**config.mk**
```make
export PLATFORM = sky130hd
export DESIGN_NAME = idlhl_ctrl
export DESIGN_NICKNAME = d
export VERILOG_FILES = /design/src/sv/idlhl_pkg.sv /design/src/sv/idlhl_ctrl.sv
export SDC_FILE = /design/constraint.sdc
export NUM_CORES = 1
export LEC_CHECK = 0
export BUFFER_PORTS_ARGS = -buffer_cell sky130_fd_sc_hd__clkbuf_2
export CORE_AREA = 2 2 39 41
export CTS_BUF_LIST = sky130_fd_sc_hd__clkbuf_16
export CTS_CLUSTER_DIAMETER = 150
export DETAILED_ROUTE_END_ITERATION = 16
export DIE_AREA = 0 0 41 43
export PLACE_DENSITY_LB_ADDON = 0.15
export SYNTH_ARGS = -nofsm -noshare
export SYNTH_HDL_FRONTEND = slang
export SYNTH_SLANG_ARGS = --single-unit
```
**constraint.sdc**
```tcl
create_clock -name clk -period 2.76 [get_ports clk]
set_input_delay 0.276 -clock clk [delete_from_list [all_inputs] [get_ports clk]]
set_output_delay 0.276 -clock clk [all_outputs]
set_load 0.005 [all_outputs]
```
**src/sv/idlhl_pkg.sv**
```systemverilog
// Shared types and codes for the indexed doubly linked handle list.
// Used by the controller, the datapath and the top level; depends on nothing.
`timescale 1ns / 1ps

package idlhl_pkg;

  // Command codes carried on in_command.
  localparam logic CMD_INSERT = 1'b0;
  localparam logic CMD_REMOVE = 1'b1;

  // Result status codes carried on out_status.
  typedef enum logic [1:0] {
    ST_OK       = 2'd0,
    ST_FULL     = 2'd1,
    ST_NOT_LIVE = 2'd2,
    ST_ZERO     = 2'd3
  } status_t;

  // Commands from the controller to the datapath.
  typedef struct packed {
    logic    accept;      // Latch the input word.
    logic    clear_step;  // Initialize one table entry.
    logic    ins_link;    // Store the item and link the slot in front of the head.
    logic    ins_head;    // Make the slot the new head.
    logic    rem_unlink;  // Unlink a live slot and take its item.
    logic    rem_free;    // Push the removed slot onto the free list.
    logic    set_fail;    // Record a failed operation.
    status_t fail_code;
    logic    emit;        // Move the result into the output register.
  } cmd_t;

  // Status from the datapath to the controller.
  typedef struct packed {
    logic clear_last;
    logic in_remove;
    logic item_zero;
    logic table_full;
    logic index_bad;
    logic slot_live;
    logic out_free;
  } stat_t;

endpackage

```
**src/sv/idlhl_ctrl.sv**
```systemverilog
// Controller of the indexed doubly linked handle list: sequences the
// clearing pass and the insert and remove steps. Depends on idlhl_pkg.
`timescale 1ns / 1ps

module idlhl_ctrl
  import idlhl_pkg::*;
(
  input  logic  clk,
  input  logic  rst_n,
  input  logic  in_valid,
  output logic  in_stall,
  input  stat_t stat,
  output cmd_t  cmd
);

  typedef enum logic [2:0] {
    S_CLEAR,
    S_IDLE,
    S_INS_LINK,
    S_INS_HEAD,
    S_REM_CHECK,
    S_REM_FREE,
    S_DONE
  } state_t;

  state_t state_r, state_nxt;
  logic   can_take;

  assign can_take = (state_r == S_IDLE) || (state_r == S_DONE && stat.out_free);
  assign in_stall = !can_take;

  always_comb begin
    cmd       = '0;
    cmd.fail_code = ST_OK;
    state_nxt = state_r;
    case (state_r)
      S_CLEAR: begin
        cmd.clear_step = 1'b1;
        if (stat.clear_last) begin
          state_nxt = S_IDLE;
        end
      end
      S_INS_LINK: begin
        cmd.ins_link = 1'b1;
        state_nxt    = S_INS_HEAD;
      end
      S_INS_HEAD: begin
        cmd.ins_head = 1'b1;
        state_nxt    = S_DONE;
      end
      S_REM_CHECK: begin
        if (stat.slot_live) begin
          cmd.rem_unlink = 1'b1;
          state_nxt      = S_REM_FREE;
        end else begin
          cmd.set_fail  = 1'b1;
          cmd.fail_code = ST_NOT_LIVE;
          state_nxt     = S_DONE;
        end
      end
      S_REM_FREE: begin
        cmd.rem_free = 1'b1;
        state_nxt    = S_DONE;
      end
      S_IDLE, S_DONE: begin
        if (state_r == S_DONE && stat.out_free) begin
          cmd.emit  = 1'b1;
          state_nxt = S_IDLE;
        end
        if (can_take && in_valid) begin
          cmd.accept = 1'b1;
          if (stat.in_remove) begin
            if (stat.index_bad) begin
              cmd.set_fail  = 1'b1;
              cmd.fail_code = ST_NOT_LIVE;
              state_nxt     = S_DONE;
            end else begin
              state_nxt = S_REM_CHECK;
            end
          end else if (stat.item_zero) begin
            cmd.set_fail  = 1'b1;
            cmd.fail_code = ST_ZERO;
            state_nxt     = S_DONE;
          end else if (stat.table_full) begin
            cmd.set_fail  = 1'b1;
            cmd.fail_code = ST_FULL;
            state_nxt     = S_DONE;
          end else begin
            state_nxt = S_INS_LINK;
          end
        end
      end
      default: begin
        state_nxt = S_IDLE;
      end
    endcase
  end

  always_ff @(posedge clk) begin
    if (!rst_n) begin
      state_r <= S_CLEAR;
    end else begin
      state_r <= state_nxt;
    end
  end

endmodule

```
==> flow_results.xml, run 1 <==
<?xml version="1.0" encoding="UTF-8"?>
<metrics>
  <group name="outcome">
    <metric name="outcome" unit="">complete, no violations</metric>
  </group>
  <group name="logic_synthesis">
    <metric name="synth-seq-cells" unit="">3</metric>
    <metric name="synth.lib_cells_used.distinct" unit="">27</metric>
    <metric name="ys_warn_count" unit="">0</metric>
    <metric name="syn_area_per_cell" unit="um^2">7.27</metric>
    <metric name="mappedNetlistArea" unit="um^2">349</metric>
    <metric name="syn_inst" unit="">48</metric>
    <metric name="synth_seq_area_share" unit="%">17.2</metric>
    <metric name="synth_nets" unit="">58</metric>
  </group>
  <group name="power">
    <metric name="post-layout-total-power" unit="uW">440</metric>
    <metric name="vdd_drop_max" unit="mV">0.344</metric>
    <metric name="cellLeakagePower" unit="nW">0.246</metric>
    <metric name="pwrdens" unit="mW/mm^2">845</metric>
    <metric name="relative_contribution_of_sequential_cells_to_total_power" unit="%">19.8</metric>
    <metric name="power.share.clock" unit="%">51.5</metric>
    <metric name="int_power" unit="uW">306</metric>
    <metric name="power.share.combinational" unit="%">28.7</metric>
    <metric name="power.net_switching" unit="uW">134</metric>
    <metric name="switching_power_share_of_the_total" unit="%">30.4</metric>
  </group>
  <group name="grt">
    <metric name="grt_first_pass_wirelength" unit="mm">1.39</metric>
    <metric name="first_global_vias" unit="">355</metric>
    <metric name="grt_start_max_net_pins" unit="">16</metric>
    <metric name="globalRouteTotalUtil" unit="%">11.5</metric>
    <metric name="initial_antenna_violation_count" unit="">0</metric>
    <metric name="congestion_overflow_gr" unit="">0</metric>
  </group>
  <group name="detailed_routing">
    <metric name="route.final.wire_length" unit="um">886</metric>
    <metric name="dr_total_vias" unit="">413</metric>
    <metric name="detailroute.wirelength.met3" unit="um">55</metric>
    <metric name="avgRoutedWirePerCell" unit="um">10.5</metric>
    <metric name="post_route_met1_wirelength" unit="um">392</metric>
    <metric name="ant_nets" unit="">0</metric>
    <metric name="firstDrtPassIters" unit="">2</metric>
    <metric name="avgViaCountPerCell" unit="">4.92</metric>
    <metric name="top_signal_layer_used" unit="">met3</metric>
    <metric name="dr.first_iter.drc_count" unit="">3</metric>
    <metric name="routed-wl-met2" unit="um">438</metric>
    <metric name="drc" unit="">0</metric>
  </group>
  <group name="critical_path">
    <metric name="type_of_destination_of_the_critical_path" unit="">primary output</metric>
    <metric name="worst-endpoint-arrival" unit="ns">1.70</metric>
    <metric name="timing.critical_path.required" unit="ns">2.48</metric>
    <metric name="critical_path.reg2reg.startpoint" unit="">state_r[2]</metric>
    <metric name="timing.critical_path.from_type" unit="">register</metric>
    <metric name="worst-r2r-setup-slack" unit="ns">1.43</metric>
    <metric name="reg2reg_to" unit="">state_r[1]</metric>
    <metric name="reg2reg_depth" unit="">3</metric>
    <metric name="crit_fanout" unit="">15</metric>
    <metric name="critical_path_type" unit="">register to primary output</metric>
  </group>
  <group name="layout">
    <metric name="largest_reg_flops" unit="">3</metric>
    <metric name="layout-drive-gt1-share" unit="%">38.2</metric>
    <metric name="regMostFlops" unit="">state_r</metric>
    <metric name="most_common_library_cell_in_the_layout_ignoring_fill_and_taps" unit="">clkbuf_2</metric>
    <metric name="reg_top3" unit="">state_r (3)</metric>
    <metric name="mostFrequentLayoutCells" unit="">clkbuf_2, inv_1, a21oi_1, nor2_1</metric>
    <metric name="area_growth_syn_to_layout" unit="%">49.1</metric>
    <metric name="final_nets" unit="">79</metric>
    <metric name="antennaDiodeCount" unit="">0</metric>
  </group>
  <group name="hold_path">
    <metric name="worst_hold_path.endpoint" unit="">state_r[2]</metric>
    <metric name="source_of_the_worst_hold_timing_path" unit="">rst_n</metric>
    <metric name="hp-class" unit="">input pin to register</metric>
    <metric name="hold_path_depth" unit="">3</metric>
  </group>
  <group name="die">
    <metric name="fp.dieArea" unit="mm^2">0.00176</metric>
    <metric name="die_h" unit="um">43</metric>
    <metric name="io_pins" unit="">21</metric>
    <metric name="start_util" unit="%">25.2</metric>
    <metric name="num_rows" unit="">14</metric>
    <metric name="core_area" unit="mm^2">0.00138</metric>
    <metric name="die_width" unit="um">41</metric>
  </group>
  <group name="sta">
    <metric name="achievable-frequency" unit="MHz">505</metric>
    <metric name="tns" unit="ns">0</metric>
    <metric name="slew_at_the_pin_closest_to_its_max_slew_limit" unit="ns">0.450</metric>
    <metric name="max-slew-margin-rel" unit="%">70.0</metric>
    <metric name="maxSlewViolCount" unit="">0</metric>
    <metric name="finClkSkew" unit="ns">0.00142</metric>
    <metric name="report.final.hold_viol_count" unit="">0</metric>
    <metric name="post-route-min-period" unit="ns">1.98</metric>
    <metric name="timing.final.crit_share" unit="%">71.7</metric>
    <metric name="rsz0062_at_grt" unit="">no</metric>
    <metric name="final-setup-viol-count" unit="">0</metric>
  </group>
  <group name="clock_tree">
    <metric name="clock_tree.buffer_depth" unit="">2</metric>
    <metric name="tritoncts.num_buffers" unit="">3</metric>
    <metric name="clk_root_buffer_cell" unit="">clkbuf_16</metric>
    <metric name="ctsHoldBuffers" unit="">0</metric>
    <metric name="clock_latency_at_the_later_pin_of_the_worst_skew_pair" unit="ns">0.22</metric>
    <metric name="cts.clk_slew.worst_paths" unit="ns">0.03</metric>
    <metric name="postCtsSetupBuffers" unit="">0</metric>
    <metric name="tritoncts_num_sinks" unit="">3</metric>
    <metric name="cts.repair.resized" unit="">0</metric>
    <metric name="clock_tree_from_tritoncts" unit="">built</metric>
    <metric name="cts_htree_levels" unit="">1</metric>
  </group>
  <group name="job">
    <metric name="cap_viol_max_count" unit="">0</metric>
  </group>
  <group name="placed_design">
    <metric name="port_buffers" unit="">20</metric>
    <metric name="gp_congestion" unit="">0.662</metric>
    <metric name="hpwl" unit="um">678</metric>
  </group>
</metrics>
layer usage:
metal | global-route usage, % | vias up
li1 | - | 216
met1 | 14.4 | 186
met2 | 17.2 | 11
met3 | 3.14 | 0
met4 | 6.00 | 0
met5 | 0 | -
cell type report:
type,count,area (um^2)
Timing Repair Buffer,20,100
Multi-Input combinational cell,37,246
Fill cell,154,863
Clock buffer,3,75.1
Tap cell,16,20.0
Clock inverter,1,3.75
Inverter,4,15.0
Sequential cell,3,60.1
per-stage QoR:
stage	utilization, %	hold slack (ns)	area, um^2	std cells	setup slack, ns
after floorplan	-	0.428	349	48	1.35
after global placement	31.9	0.568	442	80	1.04
after detailed placement	31.9	0.563	442	80	1.03
after CTS	37.6	0.334	520	84	0.787
after global routing	37.6	0.368	520	84	0.661
final	37.6	0.332	520	84	0.781
power by group through the flow:
stage	Clock (mW)	Combinational, mW	Sequential [mW]
after global placement	0	0.130	0.0877
after CTS	0.230	0.128	0.0864
after detailed placement	0	0.128	0.0874
final	0.227	0.126	0.0872
after floorplan	0	0.111	0.0638
after global routing	0.235	0.144	0.0917
cell families after synthesis:
kind of cell    Yosys count  share of synthesized area [%]
flops                     3                           17.2
buf+inv                   8                           12.2
simple gates             19                           34.8
compound gates           17                           33.0
mux                       1                           2.87
worst max path at each step:
| stage | depth (start not counted) | to | from |
|---|---|---|---|
| finish | 4 | cmd[3] | state_r[2] |
| global route | 4 | cmd[3] | state_r[2] |
| CTS | 4 | cmd[3] | state_r[2] |
| detailed placement | 4 | cmd[3] | state_r[2] |
| global placement | 4 | cmd[3] | state_r[2] |
| floorplan | 4 | cmd[3] | state_r[1] |
cells in the mapped netlist (all sizes together):
cell type	instances	area [um^2]
nand2b	2	12.5
mux2i	1	10.0
and3b	1	8.76
clkbuf	1	3.75
a21oi	5	25.0
nand4b	1	8.76
dfxtp	3	60.1
nor2	4	15.0
nor3	3	15.0
inv	4	15.0
and4b	1	10.0
o221ai	1	15.0
a211oi	1	7.51
o31ai	1	12.5
buf	3	23.8
nand2	1	3.75
nor3b	2	20.0
o21ai	6	30.0
a31oi	1	6.26
or3	2	12.5
o31a	1	8.76
a2111oi	1	10.0
nand3b	2	15.0
worst max-delay path: stages, from the launching register on:
cell and delay (ns):
dfxtp_1 0.59, and4b_1 0.36, o221ai_2 0.14, o31ai_2 0.25, clkbuf_2 0.14
Note: power is estimated with default switching activity, not from simulation.
==> run 2, diff against run 1 <==
ABC_AREA = 1   (was unset)
clock period = 2 ns   (was 2.76 ns; I/O delays follow)
==> run 2 against run 1 <==
- worst setup slack got worse by 0.47 ns
- die area unchanged
- critical path depth increased by 1
- worst hold slack lost 0.14 ns
- clock power is 41% higher
- largest cell class unchanged
==> flow_results.xml, run 2 <==
<?xml version="1.0" encoding="UTF-8"?>
<metrics>
  <group name="placed_design">
    <metric name="placed_area" unit="um^2">454</metric>
    <metric name="hpwl" unit="um">724</metric>
    <metric name="place_ws" unit="ns">0.539</metric>
    <metric name="gp_congestion" unit="">0.772</metric>
    <metric name="post-place-cells" unit="">98</metric>
    <metric name="port_buffers" unit="">20</metric>
  </group>
  <group name="layout">
    <metric name="finalCoreUtilization" unit="%">38.5</metric>
    <metric name="final_nets" unit="">97</metric>
    <metric name="antennaDiodeCount" unit="">0</metric>
    <metric name="layout.cell_area.non_filler" unit="um^2">533</metric>
    <metric name="largest_reg_flops" unit="">3</metric>
    <metric name="layout-drive-gt1-share" unit="%">37.2</metric>
    <metric name="most_common_library_cell_in_the_layout_ignoring_fill_and_taps" unit="">clkbuf_2</metric>
    <metric name="area_growth_syn_to_layout" unit="%">54.3</metric>
    <metric name="final_cells" unit="">102</metric>
    <metric name="mostFrequentLayoutCells" unit="">clkbuf_2, inv_1, nand2_1, nor2_1, nand3_1</metric>
    <metric name="reg_top3" unit="">state_r (3)</metric>
    <metric name="regMostFlops" unit="">state_r</metric>
  </group>
  <group name="sta">
    <metric name="report.final.hold_viol_count" unit="">0</metric>
    <metric name="post-route-min-period" unit="ns">1.69</metric>
    <metric name="finClkSkew" unit="ns">0.00185</metric>
    <metric name="achievable-frequency" unit="MHz">592</metric>
    <metric name="max-slew-margin-rel" unit="%">75.2</metric>
    <metric name="rsz0062_at_grt" unit="">no</metric>
    <metric name="tns" unit="ns">0</metric>
    <metric name="final-setup-viol-count" unit="">0</metric>
    <metric name="fin_worst_hold_slack" unit="ns">0.197</metric>
    <metric name="maxSlewViolCount" unit="">0</metric>
    <metric name="slew_at_the_pin_closest_to_its_max_slew_limit" unit="ns">0.371</metric>
    <metric name="timing.final.crit_share" unit="%">84.4</metric>
    <metric name="postLayoutSetupSlackWorst" unit="ns">0.311</metric>
  </group>
  <group name="detailed_routing">
    <metric name="route.final.wire_length" unit="um">876</metric>
    <metric name="avgViaCountPerCell" unit="">4.27</metric>
    <metric name="top_signal_layer_used" unit="">met4</metric>
    <metric name="detailroute.wirelength.met3" unit="um">82</metric>
    <metric name="dr_total_vias" unit="">436</metric>
    <metric name="ant_nets" unit="">0</metric>
    <metric name="routed-wl-met2" unit="um">396</metric>
    <metric name="post_route_met1_wirelength" unit="um">373</metric>
    <metric name="firstDrtPassIters" unit="">2</metric>
    <metric name="drc" unit="">0</metric>
    <metric name="avgRoutedWirePerCell" unit="um">8.59</metric>
    <metric name="dr.first_iter.drc_count" unit="">6</metric>
  </group>
  <group name="logic_synthesis">
    <metric name="number_of_enable_flip_flop_cells_after_synthesis" unit="">0</metric>
    <metric name="syn_inst" unit="">63</metric>
    <metric name="synth.lib_cells_used.distinct" unit="">17</metric>
    <metric name="ys_async_sr_fraction" unit="%">0</metric>
    <metric name="synth_top_cells_by_count" unit="">inv_1, nand2_1, nor2_1</metric>
    <metric name="syn_area_per_cell" unit="um^2">5.48</metric>
    <metric name="synth_nets" unit="">73</metric>
    <metric name="synth_top_area_share" unit="%">17.4</metric>
    <metric name="postSynth.topFlopCell" unit="">dfxtp_1</metric>
    <metric name="ys_warn_count" unit="">0</metric>
    <metric name="post-synth-top-count-cell" unit="">inv_1</metric>
    <metric name="netlist_top_cells_area" unit="">dfxtp_1, inv_1, nand2_1</metric>
    <metric name="synth_seq_area_share" unit="%">17.4</metric>
    <metric name="synth.largest_area_cell" unit="">dfxtp_1</metric>
    <metric name="synth-seq-cells" unit="">3</metric>
    <metric name="mappedNetlistArea" unit="um^2">345</metric>
  </group>
  <group name="power">
    <metric name="post-layout-total-power" unit="uW">817</metric>
    <metric name="switching_power_share_of_the_total" unit="%">39.3</metric>
    <metric name="cellLeakagePower" unit="nW">0.356</metric>
    <metric name="relative_contribution_of_sequential_cells_to_total_power" unit="%">16.3</metric>
    <metric name="pwrdens" unit="mW/mm^2">1530</metric>
    <metric name="power.share.clock" unit="%">39.2</metric>
    <metric name="power.share.combinational" unit="%">44.4</metric>
    <metric name="power.net_switching" unit="uW">321</metric>
    <metric name="int_power" unit="uW">496</metric>
    <metric name="vdd_drop_max" unit="mV">0.809</metric>
  </group>
  <group name="critical_path">
    <metric name="type_of_destination_of_the_critical_path" unit="">primary output</metric>
    <metric name="timing.critical_path.required" unit="ns">1.80</metric>
    <metric name="worst-endpoint-arrival" unit="ns">1.49</metric>
    <metric name="critical_path_type" unit="">register to primary output</metric>
    <metric name="sum_of_buffers_and_inverters_on_the_critical_path" unit="">1</metric>
    <metric name="path_cells" unit="">nand4_2 &gt; nand2_2 &gt; o211ai_1 &gt; o21ai_0 &gt; clkbuf_2</metric>
    <metric name="crit_path_max_incr_delay" unit="ns">0.53</metric>
    <metric name="timing.critical_path.from_type" unit="">register</metric>
    <metric name="critical-path-top-delay-family" unit="">flip-flops</metric>
    <metric name="critPathSlowestCell" unit="">dfxtp_1</metric>
    <metric name="crit_fanout" unit="">9</metric>
  </group>
  <group name="hold_path">
    <metric name="hp-class" unit="">input pin to register</metric>
  </group>
  <group name="die">
    <metric name="io_pins" unit="">21</metric>
    <metric name="num_rows" unit="">14</metric>
    <metric name="start_util" unit="%">25.0</metric>
    <metric name="core_area" unit="mm^2">0.00138</metric>
    <metric name="fp.dieArea" unit="mm^2">0.00176</metric>
    <metric name="die_width" unit="um">41</metric>
    <metric name="die_h" unit="um">43</metric>
  </group>
  <group name="clock_tree">
    <metric name="postCtsSetupBuffers" unit="">0</metric>
    <metric name="cts.repair.resized" unit="">0</metric>
    <metric name="tritoncts.num_buffers" unit="">3</metric>
    <metric name="cts_htree_levels" unit="">1</metric>
    <metric name="clock_latency_at_the_later_pin_of_the_worst_skew_pair" unit="ns">0.23</metric>
    <metric name="clk_root_buffer_cell" unit="">clkbuf_16</metric>
    <metric name="clock_tree.buffer_depth" unit="">2</metric>
    <metric name="clock_tree_from_tritoncts" unit="">built</metric>
    <metric name="tritoncts_num_sinks" unit="">3</metric>
    <metric name="ctsHoldBuffers" unit="">0</metric>
    <metric name="cts.clk_slew.worst_paths" unit="ns">0.03</metric>
  </group>
  <group name="outcome">
    <metric name="outcome" unit="">complete, no violations</metric>
  </group>
  <group name="grt">
    <metric name="grt_start_max_net_pins" unit="">10</metric>
    <metric name="grt_first_pass_wirelength" unit="mm">1.36</metric>
    <metric name="first_global_vias" unit="">372</metric>
    <metric name="congestion_overflow_gr" unit="">0</metric>
    <metric name="initial_antenna_violation_count" unit="">0</metric>
    <metric name="globalRouteTotalUtil" unit="%">11.8</metric>
  </group>
  <group name="job">
    <metric name="cap_viol_max_count" unit="">0</metric>
  </group>
</metrics>
run 2: changes by cell type after synthesis, moves of 3 or more:
| cell | delta |
|---|---|
| inv_1 | +10 |
| nand2_1 | +10 |
| nand3_1 | +7 |
| a21oi_1 | -5 |
| nor2_1 | +4 |
| inv_2 | +3 |
| o21ai_1 | -3 |
run 2: layout make-up:
cell class / instances / area, um^2
fillers: 156 / 851
multi-input cells: 41 / 204
repair buffers: 20 / 100
clock buffers: 3 / 75.1
inverters: 18 / 70.1
flip-flops and latches: 3 / 60.1
well taps: 16 / 20.0
clock inverters: 1 / 3.75
run 2: cells by family (layout without fill, tap and decap cells):
| group | count (synthesis) | count (layout) | share of synthesized area [%] |
|---|---|---|---|
| AO/OA/AOI/OAI | 7 | 7 | 11.6 |
| flip-flops | 3 | 3 | 17.4 |
| buffers and inverters | 19 | 42 | 23.6 |
| AND/OR/NAND/NOR | 34 | 34 | 47.5 |
run 2: power groups by stage:
stage | clock network (mW) | logic [mW] | registers [mW]
after global routing | 0.329 | 0.422 | 0.139
after floorplan | 0 | 0.285 | 0.110
after detailed placement | 0 | 0.368 | 0.133
after CTS | 0.324 | 0.368 | 0.133
after global placement | 0 | 0.373 | 0.134
final | 0.320 | 0.363 | 0.133
run 2: routing by layer:
| layer | vias up | global-route usage, % |
|---|---|---|
| met1 | 182 | 13.1 |
| met5 | - | 0 |
| met2 | 13 | 17.2 |
| li1 | 238 | - |
| met4 | 0 | 8.00 |
| met3 | 3 | 5.24 |
run 2: path summary, 6_finish.rpt:
| path | slack (ns) | cells past startpoint | from | to |
|---|---|---|---|---|
| setup / recovery | 0.31 | 5 | state_r[2] | cmd[2] |
| hold / removal | 0.20 | 3 | rst_n | state_r[2] |
| setup reg to reg | 0.72 | 7 | state_r[2] | state_r[1] |
| hold reg to reg | 0.66 | 4 | state_r[0] | state_r[0] |
run 2: worst min-delay path: stages:
cell	delay, ns
clkbuf_2	0.10
nand2_1	0.05
inv_1	0.04
